===== src/rtl/dpt_pkg.sv =====
// Shared types, field widths and codes for the dirty page tracker.
package dpt_pkg;

    localparam int ADDR_W   = 48;
    localparam int CMD_W    = 2;
    localparam int PID_W    = 3;
    localparam int STATUS_W = 3;
    localparam int PAGE_W   = 6;
    localparam int BYTES_W  = 19;
    localparam int COUNT_W  = 32;
    localparam int MAP_W    = 64;
    localparam int ROW_W    = 6;

    localparam logic [BYTES_W-1:0] BYTES_MAX = {BYTES_W{1'b1}};
    localparam logic [COUNT_W-1:0] COUNT_MAX = {COUNT_W{1'b1}};

    localparam logic [CMD_W-1:0] CMD_MARK  = 2'd0;
    localparam logic [CMD_W-1:0] CMD_CKPT  = 2'd1;
    localparam logic [CMD_W-1:0] CMD_CLEAR = 2'd2;
    localparam logic [CMD_W-1:0] CMD_NONE  = 2'd3;

    localparam logic [STATUS_W-1:0] ST_NEW     = 3'd0;
    localparam logic [STATUS_W-1:0] ST_ALREADY = 3'd1;
    localparam logic [STATUS_W-1:0] ST_OOR     = 3'd2;
    localparam logic [STATUS_W-1:0] ST_LOGGED  = 3'd3;
    localparam logic [STATUS_W-1:0] ST_EMPTY   = 3'd4;
    localparam logic [STATUS_W-1:0] ST_CLEARED = 3'd5;

    typedef struct packed {
        logic [MAP_W-1:0]   map;
        logic [BYTES_W-1:0] bytes;
        logic [COUNT_W-1:0] count;
    } t_entry;

    typedef struct packed {
        logic             en;
        logic [ROW_W-1:0] idx;
    } t_mem_rd;

    typedef struct packed {
        logic             en;
        logic [ROW_W-1:0] idx;
        t_entry           data;
    } t_mem_wr;

    typedef struct packed {
        logic              done;
        logic              oor;
        logic [PAGE_W-1:0] page;
    } t_map_res;

    typedef struct packed {
        logic [STATUS_W-1:0] status;
        logic [PAGE_W-1:0]   page;
        logic [BYTES_W-1:0]  bytes;
        logic [COUNT_W-1:0]  count;
        logic                last;
    } t_result;

endpackage


===== src/rtl/dpt_base_mod.sv =====
// Area base register and its residue modulo the page size, sixteen base bits per step.
module dpt_base_mod #(
    parameter int PAGE_BYTES = 4096
) (
    input  logic                        i_clk,
    input  logic                        i_rst_n,
    input  logic                        i_cfg_we,
    input  logic [dpt_pkg::ADDR_W-1:0]  i_cfg_data,
    output logic [dpt_pkg::ADDR_W-1:0]  o_base,
    output logic [$clog2(PAGE_BYTES)-1:0] o_base_mod,
    output logic                        o_busy
);
    import dpt_pkg::*;

    localparam int R_W    = $clog2(PAGE_BYTES);
    localparam int DIG_W  = 16;
    localparam int DIGITS = ADDR_W / DIG_W;
    localparam longint unsigned RECIP = (64'd1 << 32) / PAGE_BYTES;
    localparam logic [31:0] M_C = 32'(RECIP);
    localparam logic [31:0] P_W = 32'(PAGE_BYTES);

    localparam logic [1:0] PH_MUL = 2'd0;
    localparam logic [1:0] PH_SUB = 2'd1;
    localparam logic [1:0] PH_FIX = 2'd2;

    logic [ADDR_W-1:0] r_base;
    logic [ADDR_W-1:0] r_shift;
    logic [R_W-1:0]    r_rem;
    logic [31:0]       r_val;
    logic [31:0]       r_quo;
    logic [31:0]       r_part;
    logic [1:0]        r_phase;
    logic [1:0]        r_digit;
    logic              r_busy;
    logic [31:0]       val;
    logic [63:0]       prod;

    // Each step folds the next 16 base bits into the running residue. The
    // reciprocal quotient is at most one low, so one compare and subtract
    // finishes the step.
    assign val  = {16'(r_rem), r_shift[ADDR_W-1 -: DIG_W]};
    assign prod = 64'(val) * 64'(M_C);

    always_ff @(posedge i_clk) begin
        if (!i_rst_n) begin
            r_base  <= '0;
            r_shift <= '0;
            r_rem   <= '0;
            r_phase <= PH_MUL;
            r_digit <= '0;
            r_busy  <= 1'b0;
        end else if (i_cfg_we) begin
            r_base  <= i_cfg_data;
            r_shift <= i_cfg_data;
            r_rem   <= '0;
            r_phase <= PH_MUL;
            r_digit <= '0;
            r_busy  <= 1'b1;
        end else if (r_busy) begin
            unique case (r_phase)
                PH_MUL: begin
                    r_val   <= val;
                    r_quo   <= prod[63:32];
                    r_phase <= PH_SUB;
                end
                PH_SUB: begin
                    r_part  <= r_val - (r_quo * P_W);
                    r_phase <= PH_FIX;
                end
                PH_FIX: begin
                    r_rem   <= R_W'((r_part >= P_W) ? r_part - P_W : r_part);
                    r_shift <= r_shift << DIG_W;
                    r_digit <= r_digit + 1'b1;
                    r_phase <= PH_MUL;
                    if (r_digit == 2'(DIGITS - 1)) begin
                        r_busy <= 1'b0;
                    end
                end
                default: begin
                    r_phase <= PH_MUL;
                end
            endcase
        end
    end

    assign o_base     = r_base;
    assign o_base_mod = r_rem;
    assign o_busy     = r_busy;

endmodule


===== src/rtl/dpt_page_map.sv =====
// Address to page pipeline: area offset, range check and division by the page size.
module dpt_page_map #(
    parameter int PAGES_PER_AREA = 64,
    parameter int PAGE_BYTES     = 4096
) (
    input  logic                          i_clk,
    input  logic                          i_rst_n,
    input  logic                          i_start,
    input  logic [dpt_pkg::PID_W-1:0]     i_pid,
    input  logic [dpt_pkg::ADDR_W-1:0]    i_addr,
    input  logic [dpt_pkg::ADDR_W-1:0]    i_base,
    input  logic [$clog2(PAGE_BYTES)-1:0] i_base_mod,
    output dpt_pkg::t_map_res             o_res
);
    import dpt_pkg::*;

    localparam int R_W        = $clog2(PAGE_BYTES);
    localparam int AREA_BYTES = PAGES_PER_AREA * PAGE_BYTES;
    localparam int E_W        = $clog2(AREA_BYTES + 2 * PAGE_BYTES);
    localparam int Q_W        = $clog2(PAGES_PER_AREA + 2);
    localparam int SH         = E_W + 1;
    localparam int M_W        = SH + 1;
    localparam int PROD_W     = E_W + M_W;
    localparam longint unsigned RECIP = (64'd1 << SH) / PAGE_BYTES;

    localparam logic [ADDR_W:0]   AREA_C = (ADDR_W+1)'(AREA_BYTES);
    localparam logic [ADDR_W+1:0] LIMIT  = (ADDR_W+2)'(AREA_BYTES + PAGE_BYTES);
    localparam logic [M_W-1:0]    M_C    = M_W'(RECIP);
    localparam logic [E_W-1:0]    P_E    = E_W'(PAGE_BYTES);
    localparam logic [Q_W-1:0]    PAGES_Q = Q_W'(PAGES_PER_AREA);

    logic [ADDR_W-1:0] r_addr;
    logic [ADDR_W:0]   r_start;
    logic [ADDR_W+1:0] r_diff;
    logic              r_oor_a;
    logic [E_W-1:0]    r_e;
    logic [Q_W-1:0]    r_q0;
    logic [E_W-1:0]    r_rem;
    logic [4:0]        r_v;
    logic              r_done;
    logic              r_oor;
    logic [PAGE_W-1:0] r_page;

    logic [PROD_W-1:0] prod;
    logic [Q_W-1:0]    q;
    logic [Q_W-1:0]    page_full;
    logic              bm_nz;

    assign prod  = PROD_W'(r_e) * PROD_W'(M_C);
    assign bm_nz = (i_base_mod != '0);
    assign q     = (r_rem >= P_E) ? r_q0 + 1'b1 : r_q0;
    // The area start need not be page aligned: with a nonzero residue the
    // rounded address lands one page lower than the plain quotient.
    assign page_full = q - Q_W'(bm_nz);

    always_ff @(posedge i_clk) begin
        if (!i_rst_n) begin
            r_v    <= '0;
            r_done <= 1'b0;
        end else begin
            r_v <= {r_v[3:0], i_start};
            if (i_start) begin
                r_done <= 1'b0;
            end else if (r_v[4]) begin
                r_done <= 1'b1;
            end
        end
    end

    always_ff @(posedge i_clk) begin
        if (i_start) begin
            r_addr  <= i_addr;
            r_start <= {1'b0, i_base} + ((ADDR_W+1)'(i_pid) * AREA_C);
        end
        if (r_v[0]) begin
            r_diff <= {2'b00, r_addr} - {1'b0, r_start};
        end
        if (r_v[1]) begin
            r_oor_a <= r_diff[ADDR_W+1] || (r_diff >= LIMIT);
            r_e     <= E_W'(r_diff) + E_W'(i_base_mod);
        end
        if (r_v[2]) begin
            r_q0 <= prod[SH +: Q_W];
        end
        if (r_v[3]) begin
            r_rem <= r_e - (E_W'(r_q0) * P_E);
        end
        if (r_v[4]) begin
            r_oor  <= r_oor_a || ((q == '0) && bm_nz) || (page_full >= PAGES_Q);
            r_page <= PAGE_W'(page_full);
        end
    end

    assign o_res.done = r_done;
    assign o_res.oor  = r_oor;
    assign o_res.page = r_page;

endmodule


===== src/rtl/dpt_state_mem.sv =====
// Per process state memory with valid bits that reset clears.
module dpt_state_mem #(
    parameter int PROCESSES = 8
) (
    input  logic              i_clk,
    input  logic              i_rst_n,
    input  dpt_pkg::t_mem_rd  i_rd,
    input  dpt_pkg::t_mem_wr  i_wr,
    output dpt_pkg::t_entry   o_rdata
);
    import dpt_pkg::*;

    localparam int IDX_W = (PROCESSES > 1) ? $clog2(PROCESSES) : 1;

    t_entry               mem [PROCESSES];
    logic [PROCESSES-1:0] r_valid;
    t_entry               r_rdata;
    logic                 r_rvalid;
    logic [IDX_W-1:0]     ridx;
    logic [IDX_W-1:0]     widx;

    assign ridx = i_rd.idx[IDX_W-1:0];
    assign widx = i_wr.idx[IDX_W-1:0];

    always_ff @(posedge i_clk) begin
        if (i_wr.en) begin
            mem[widx] <= i_wr.data;
        end
        if (i_rd.en) begin
            r_rdata <= mem[ridx];
        end
    end

    always_ff @(posedge i_clk) begin
        if (!i_rst_n) begin
            r_valid  <= '0;
            r_rvalid <= 1'b0;
        end else begin
            if (i_wr.en) begin
                r_valid[widx] <= 1'b1;
            end
            if (i_rd.en) begin
                r_rvalid <= r_valid[ridx];
            end
        end
    end

    // An entry never written since reset reads as all zeros.
    assign o_rdata = r_rvalid ? r_rdata : '0;

endmodule


===== src/rtl/dirty_page_tracker_unit.sv =====
// Dirty page tracker: command sequencer, output register and submodule wiring.
//
// Commands enter on the input channel (i_in_valid / o_in_stall) and results
// leave on the output channel (o_out_valid / i_out_stall); a beat moves at a
// clock edge with valid high and stall low. The area base is written on the
// configuration channel (i_cfg_valid / o_cfg_ready), which is always ready.
// One command is worked on at a time. Its state row is read from the state
// memory at acceptance and written back at the end if the command changes it.
// Mark: each command waits on the six stage address to page pipeline.
// Checkpoint: the scan runs from page 0 to the highest dirty page, one page
// index per cycle while the output is free; an empty checkpoint or a counter
// reset is answered from the dispatch state. After each base write the input
// stalls while the base residue modulo the page size forms in three steps.
// The output register holds one result; while the receiver stalls the
// sequencer waits with the next result, and a new command is still accepted
// once the previous one has issued its last result.
// Synchronous active low reset clears all process state, the base and the
// output valid flag; the memory rows read as zero until first written.
module dirty_page_tracker_unit #(
    parameter int PROCESSES      = 8,
    parameter int PAGES_PER_AREA = 64,
    parameter int PAGE_BYTES     = 4096
) (
    input  logic                          i_clk,
    input  logic                          i_rst_n,
    input  logic                          i_cfg_valid,
    output logic                          o_cfg_ready,
    input  logic [dpt_pkg::ADDR_W-1:0]    i_cfg_data,
    input  logic                          i_in_valid,
    output logic                          o_in_stall,
    input  logic [dpt_pkg::CMD_W-1:0]     i_cmd,
    input  logic [dpt_pkg::PID_W-1:0]     i_process_id,
    input  logic [dpt_pkg::ADDR_W-1:0]    i_write_address,
    output logic                          o_out_valid,
    input  logic                          i_out_stall,
    output logic [dpt_pkg::STATUS_W-1:0]  o_status,
    output logic [dpt_pkg::PAGE_W-1:0]    o_page_index,
    output logic [dpt_pkg::BYTES_W-1:0]   o_log_bytes,
    output logic [dpt_pkg::COUNT_W-1:0]   o_tracked_count,
    output logic                          o_last
);
    import dpt_pkg::*;

    localparam int R_W = $clog2(PAGE_BYTES);
    localparam logic [BYTES_W-1:0] P_B  = BYTES_W'(PAGE_BYTES);
    localparam logic [BYTES_W:0]   P_B1 = (BYTES_W+1)'(PAGE_BYTES);
    localparam logic [PID_W+3:0]   PROC_C = (PID_W+4)'(PROCESSES);

    localparam logic [1:0] S_IDLE = 2'd0;
    localparam logic [1:0] S_DISP = 2'd1;
    localparam logic [1:0] S_MARK = 2'd2;
    localparam logic [1:0] S_SCAN = 2'd3;

    logic [1:0]         r_state, n_state;
    logic [CMD_W-1:0]   r_cmd;
    logic [PID_W-1:0]   r_pid;
    logic [MAP_W-1:0]   r_map, n_map;
    logic [BYTES_W-1:0] r_bytes, n_bytes;
    logic [PAGE_W-1:0]  r_idx, n_idx;
    logic               r_out_valid;
    t_result            r_out;

    logic [ADDR_W-1:0]  base;
    logic [R_W-1:0]     base_mod;
    logic               mod_busy;
    t_map_res           map_res;
    t_mem_rd            mem_rd;
    t_mem_wr            mem_wr;
    t_entry             rdata;
    t_result            res;
    logic               emit;
    logic               in_acc;
    logic               out_free;
    logic               pid_oob;

    assign o_cfg_ready = 1'b1;
    assign o_in_stall  = (r_state != S_IDLE) || mod_busy;
    assign in_acc      = i_in_valid && !o_in_stall;
    assign out_free    = !r_out_valid || !i_out_stall;
    assign pid_oob     = ({4'b0000, r_pid} >= PROC_C);

    assign mem_rd.en  = in_acc;
    assign mem_rd.idx = ROW_W'(i_process_id);

    dpt_base_mod #(
        .PAGE_BYTES (PAGE_BYTES)
    ) u_base_mod (
        .i_clk      (i_clk),
        .i_rst_n    (i_rst_n),
        .i_cfg_we   (i_cfg_valid && o_cfg_ready),
        .i_cfg_data (i_cfg_data),
        .o_base     (base),
        .o_base_mod (base_mod),
        .o_busy     (mod_busy)
    );

    dpt_page_map #(
        .PAGES_PER_AREA (PAGES_PER_AREA),
        .PAGE_BYTES     (PAGE_BYTES)
    ) u_page_map (
        .i_clk      (i_clk),
        .i_rst_n    (i_rst_n),
        .i_start    (in_acc && (i_cmd == CMD_MARK)),
        .i_pid      (i_process_id),
        .i_addr     (i_write_address),
        .i_base     (base),
        .i_base_mod (base_mod),
        .o_res      (map_res)
    );

    dpt_state_mem #(
        .PROCESSES (PROCESSES)
    ) u_state_mem (
        .i_clk   (i_clk),
        .i_rst_n (i_rst_n),
        .i_rd    (mem_rd),
        .i_wr    (mem_wr),
        .o_rdata (rdata)
    );

    always_comb begin
        logic [COUNT_W-1:0] cnt_inc;
        logic [BYTES_W:0]   sum;
        logic [BYTES_W-1:0] bytes_add;
        logic [BYTES_W-1:0] bytes_sub;
        logic [MAP_W-1:0]   cleared;

        n_state    = r_state;
        n_map      = r_map;
        n_bytes    = r_bytes;
        n_idx      = r_idx;
        emit       = 1'b0;
        res        = '0;
        res.last   = 1'b1;
        mem_wr     = '0;
        mem_wr.idx = ROW_W'(r_pid);

        cnt_inc   = (rdata.count == COUNT_MAX) ? rdata.count : rdata.count + 1'b1;
        sum       = {1'b0, rdata.bytes} + P_B1;
        bytes_add = (sum > {1'b0, BYTES_MAX}) ? BYTES_MAX : BYTES_W'(sum);
        bytes_sub = (r_bytes < P_B) ? '0 : r_bytes - P_B;
        cleared   = r_map & ~(MAP_W'(1) << r_idx);

        unique case (r_state)
            S_IDLE: begin
                if (in_acc) begin
                    n_state = S_DISP;
                end
            end
            S_DISP: begin
                priority if (r_cmd == CMD_NONE) begin
                    n_state = S_IDLE;
                end else if (pid_oob) begin
                    if (out_free) begin
                        emit       = 1'b1;
                        res.status = ST_OOR;
                        n_state    = S_IDLE;
                    end
                end else if (r_cmd == CMD_MARK) begin
                    n_state = S_MARK;
                end else if (r_cmd == CMD_CKPT) begin
                    if (rdata.map == '0) begin
                        if (out_free) begin
                            emit       = 1'b1;
                            res.status = ST_EMPTY;
                            res.bytes  = rdata.bytes;
                            res.count  = rdata.count;
                            n_state    = S_IDLE;
                        end
                    end else begin
                        n_map   = rdata.map;
                        n_bytes = rdata.bytes;
                        n_idx   = '0;
                        n_state = S_SCAN;
                    end
                end else begin
                    // Counter reset keeps the dirty bits.
                    if (out_free) begin
                        emit              = 1'b1;
                        res.status        = ST_CLEARED;
                        mem_wr.en         = 1'b1;
                        mem_wr.data.map   = rdata.map;
                        mem_wr.data.bytes = '0;
                        mem_wr.data.count = '0;
                        n_state           = S_IDLE;
                    end
                end
            end
            S_MARK: begin
                if (map_res.done && out_free) begin
                    emit    = 1'b1;
                    n_state = S_IDLE;
                    if (map_res.oor) begin
                        res.status = ST_OOR;
                        res.bytes  = rdata.bytes;
                        res.count  = rdata.count;
                    end else begin
                        mem_wr.en         = 1'b1;
                        mem_wr.data.count = cnt_inc;
                        res.page          = map_res.page;
                        res.count         = cnt_inc;
                        if (!rdata.map[map_res.page]) begin
                            mem_wr.data.map   = rdata.map | (MAP_W'(1) << map_res.page);
                            mem_wr.data.bytes = bytes_add;
                            res.status        = ST_NEW;
                            res.bytes         = bytes_add;
                        end else begin
                            mem_wr.data.map   = rdata.map;
                            mem_wr.data.bytes = rdata.bytes;
                            res.status        = ST_ALREADY;
                            res.bytes         = rdata.bytes;
                        end
                    end
                end
            end
            S_SCAN: begin
                if (!r_map[r_idx]) begin
                    n_idx = r_idx + 1'b1;
                end else if (out_free) begin
                    // Lower bits are already cleared, so the page is the last
                    // one exactly when nothing is left in the map.
                    emit       = 1'b1;
                    res.status = ST_LOGGED;
                    res.page   = r_idx;
                    res.bytes  = bytes_sub;
                    res.count  = rdata.count;
                    res.last   = (cleared == '0);
                    n_map      = cleared;
                    n_bytes    = bytes_sub;
                    if (cleared == '0) begin
                        mem_wr.en         = 1'b1;
                        mem_wr.data.map   = '0;
                        mem_wr.data.bytes = bytes_sub;
                        mem_wr.data.count = rdata.count;
                        n_state           = S_IDLE;
                    end else begin
                        n_idx = r_idx + 1'b1;
                    end
                end
            end
            default: begin
                n_state = S_IDLE;
            end
        endcase
    end

    always_ff @(posedge i_clk) begin
        if (!i_rst_n) begin
            r_state     <= S_IDLE;
            r_out_valid <= 1'b0;
        end else begin
            r_state <= n_state;
            if (emit) begin
                r_out_valid <= 1'b1;
            end else if (!i_out_stall) begin
                r_out_valid <= 1'b0;
            end
        end
    end

    always_ff @(posedge i_clk) begin
        if (in_acc) begin
            r_cmd <= i_cmd;
            r_pid <= i_process_id;
        end
        if (emit) begin
            r_out <= res;
        end
        r_map   <= n_map;
        r_bytes <= n_bytes;
        r_idx   <= n_idx;
    end

    assign o_out_valid     = r_out_valid;
    assign o_status        = r_out.status;
    assign o_page_index    = r_out.page;
    assign o_log_bytes     = r_out.bytes;
    assign o_tracked_count = r_out.count;
    assign o_last          = r_out.last;

endmodule


===== config.mk =====
export PLATFORM = sky130hd
export DESIGN_NAME = dirty_page_tracker_unit
export DESIGN_NICKNAME = d
export VERILOG_FILES = /design/src/rtl/dpt_pkg.sv /design/src/rtl/dpt_base_mod.sv /design/src/rtl/dpt_page_map.sv /design/src/rtl/dpt_state_mem.sv /design/src/rtl/dirty_page_tracker_unit.sv
export SDC_FILE = /design/constraint.sdc
export NUM_CORES = 2
export LEC_CHECK = 0
export BUFFER_PORTS_ARGS = -buffer_cell sky130_fd_sc_hd__buf_4
export CAP_MARGIN = 25
export CORE_MARGIN = 4
export CORE_UTILIZATION = 56
export CTS_CLUSTER_SIZE = 12
export DETAILED_ROUTE_END_ITERATION = 8
export PLACE_DENSITY = 0.73
export SLEW_MARGIN = 20
export SYNTH_ARGS = -nofsm -noshare
export SYNTH_HDL_FRONTEND = slang
export SYNTH_SLANG_ARGS = --single-unit

===== constraint.sdc =====
create_clock -name i_clk -period 11.7 [get_ports i_clk]
set_input_delay 1.17 -clock i_clk [delete_from_list [all_inputs] [get_ports i_clk]]
set_output_delay 1.17 -clock i_clk [all_outputs]
set_load 0.02 [all_outputs]

==> flow_metrics.env <==
export IMPL_reg2regPathDepth=12
export IMPL_vdd_drop_max_v=0.000142
export IMPL_min_period_ns=6.46
export IMPL_slew_headroom=0.281
export IMPL_syn_nets=4313
export IMPL_dieHeight_um=348
export IMPL_synth_cell_types=90
export IMPL_rrSetupSlack_ns=5.24
export IMPL_grt_usage=0.250
export IMPL_hold_viol=0
export IMPL_drt_wl_total_mm=153
export IMPL_cts_buffer_depth=3
export IMPL_synth_top_area_cell="edfxtp_1"
export IMPL_yosys_mux_area_fraction=0.115
export IMPL_worstSetupPathType="register to register"
export IMPL_worst_path_most_repeated_cell="buf_4"
export IMPL_finalWeightedCongestion=0.915
export IMPL_dieWidth_um=348
export IMPL_syn_avg_cell_area_um2=15.7
export IMPL_gr_total_overflow=0
export IMPL_portBuffers=168
export IMPL_maxCapViolCount=0
export IMPL_p_per_area_nw_per_um2=152
export IMPL_io_pins=170
export IMPL_critPathMaxStageDelay_ns=1.05
export IMPL_num_rows=124
export IMPL_drive_above_1_share=0.193
export IMPL_rsz0062_at_grt="false"
export IMPL_postCtsSetupBuffers=0
export IMPL_tightest_slew_ns=1.08
export IMPL_hold_path_class="register to register"
export IMPL_cts_tree="yes"
export IMPL_firstDrtPassIters=6
export IMPL_numCtsBuffers=154
export IMPL_ant_nets=0
export IMPL_fin_cells=5883
export IMPL_layout_common_cells="1390 x edfxtp_1, 315 x nand2_1, 248 x mux4_2"
export IMPL_clkTransAtPathRegs_ns=0.06
export IMPL_synth_cells=4121
export IMPL_clockRootBuffer="clkbuf_16"
export IMPL_max_freq_mhz=155
export IMPL_num_vias=37500
export IMPL_final_common_cell="edfxtp_1"
export IMPL_hold_path_depth=0
export IMPL_hold_end="u_base_mod.r_part[10]"
export IMPL_grt_max_degree=140
export IMPL_outcome="finished, final reports clean"
export IMPL_dp_hpwl_mm=91.8
export IMPL_fin_setup_tns_ns=0
export IMPL_met2_usage=0.396
export IMPL_ys_top_cells_by_area="edfxtp_1 65%, mux4_2 8.6%, dfxtp_1 3.7%"
export IMPL_synth_top_family_by_area="multiplexers"
export IMPL_crit_path_start_kind="register"
export IMPL_crit_required_ns=12.10
export IMPL_drt_iter0_drc=4155
export IMPL_worstSkewPairLatency_ns=0.76
export IMPL_wire_per_inst_um=26.0
export IMPL_synth_simple_area_share=0.0708
export IMPL_placedCellCount=5616
export IMPL_finalPower_mw=11.0
export IMPL_top_usage_layer="met2"
export IMPL_vias_per_cell=6.38
export IMPL_start_util=0.565
export IMPL_synth_compound_area_frac=0.0771
export IMPL_fin_nets=4460
export IMPL_cts_sinks=1509
export IMPL_min_period_over_period=0.552
export IMPL_synth_edf_count=1390
export IMPL_setup_viol=0
export IMPL_drv_slew=0
export IMPL_coreArea_um2=114000
export IMPL_synth_area_um2=64600
export IMPL_syn_to_final_growth_pct=11.7
export IMPL_yosysSeqAreaShare=0.683
export IMPL_dieArea_um2=121000
export IMPL_worstReg2RegStart="r_idx[1]"
export IMPL_ys_seq_elements=1509
export IMPL_synth_ff_type="edfxtp_1"
export IMPL_slowest_stage="edfxtp_1"
export IMPL_synth_top_cell_area_share=0.646
export IMPL_grt_use_met3=0.0458
export IMPL_synthAdderAreaFrac=0.0171
export IMPL_leakage_nw=22.0
export IMPL_diodes=0
export IMPL_critical_path_cell_chain="ha_1 > nand3_1 > o32ai_1 > a21oi_1 > nor4_1 > nand4_1 > nor3_4 > a21oi_4 > and4bb_4 > buf_4 > buf_4 > buf_16"
export IMPL_htree_num_levels=4
export IMPL_clock_skew_ns=0.0307
export IMPL_final_core_util=0.631
export IMPL_met1_usage=0.357
export IMPL_grt_antenna_before_repair=5
export IMPL_grt_pass1_wl_mm=230
export IMPL_critPathMaxFanout=45
export IMPL_reg2reg_to="u_state_mem.mem[5][80]"
export IMPL_hold_start="u_base_mod.r_val[10]"
export IMPL_critPathTopFamily="simple AND/OR/NAND/NOR gates"
export IMPL_critPathBufInv=3
export IMPL_synth_xor_xnor_area_share=0.0159
export IMPL_worstSetupEndpointType="register"
export IMPL_whs_ns=0.419
export IMPL_cts_resized=0
export IMPL_hold_buffers=0
export IMPL_drc_errors=0
export IMPL_yosysWarnings=0
export IMPL_arrival_ns=6.87
export IMPL_grt_pass1_vias=37100
export IMPL_async_flop_share=0
[metal layers]
metal  vias to the layer above  part of all wire
met3                       314             0.087
met2                      1852              0.48
li1                      16500                 -
met5                         -           0.00060
met1                     18900              0.40
met4                         8             0.032
[how the worst max path moves through the flow]
stage	startpoint	endpoint	depth (start not counted)
floorplan	i_out_stall	u_state_mem.mem[3][0]	8
global placement	r_idx[0]	u_state_mem.mem[4][74]	11
detailed placement	r_idx[1]	u_state_mem.mem[4][57]	11
CTS	r_idx[1]	u_state_mem.mem[4][83]	11
global route	r_idx[1]	u_state_mem.mem[4][88]	12
finish	r_idx[1]	u_state_mem.mem[5][80]	12
[cell usage after synthesis (all sizes together), types with 12 or more instances]
cell    count
a21boi     36
a21o       52
a21oi     179
a22o       42
a31oi      17
and2       41
and3       19
and4       12
buf        77
clkbuf    156
dfxtp     119
edfxtp   1390
ha         82
inv       106
mux2      126
mux2i      41
mux4      248
nand2     319
nand2b     44
nand3      96
nand4      49
nor2       96
nor2b      88
nor3       27
nor4       37
o211ai     20
o21a       29
o21ai     209
o21bai     12
o221ai     25
o22ai      23
o31ai      15
or2        12
xnor2      79
xor2       38
[cell type report]
cell class	count	area (µm²)
Sequential cell	1509	44100
Fill cell	7986	42200
Multi-Input combinational cell	2273	19200
Clock buffer	219	4230
Tap cell	1512	1890
Timing Repair Buffer	224	1890
Inverter	106	398
Clock inverter	40	392
[where the power goes]
part           internal [mW]  switching, mW
clock                   2.58           1.97
combinational          0.180          0.252
sequential              5.92         0.0702
total                   8.69           2.29
[stage by stage]
stage                     setup slack, ns  instance area (µm²)
after global placement               5.32                67400
final                                5.24                72100
after CTS                            5.21                72000
after detailed placement             5.23                67400
after global routing                 5.00                72100
after floorplan                     0.369                64600
[state kept, by name, summed over array words and instances (netlist names), 7 cells and up]
signal / cells
u_page_map.r_addr: 48
u_base_mod.r_shift: 36
o_log_bytes: 19
u_page_map.r_rem: 7
u_base_mod.o_base: 48
u_state_mem.r_valid: 8
u_base_mod.o_base_mod: 12
u_base_mod.r_part: 12
o_tracked_count: 32
r_bytes: 19
u_page_map.r_e: 7
u_state_mem.mem: 920
u_base_mod.r_val: 12
u_page_map.r_q0: 7
u_state_mem.r_rdata: 115
u_page_map.r_start: 49
r_map: 64
u_page_map.r_diff: 50
[kinds of logic after synthesis]
family	after synthesis
flip-flops	1509
AND/OR/NAND/NOR	889
AO/OA/AOI/OAI	765
multiplexers	415
buffers and inverters	339
XOR/XNOR	117
adder cells (fa/ha/maj)	86
other	1
Note: power is estimated with default switching activity, not from simulation.
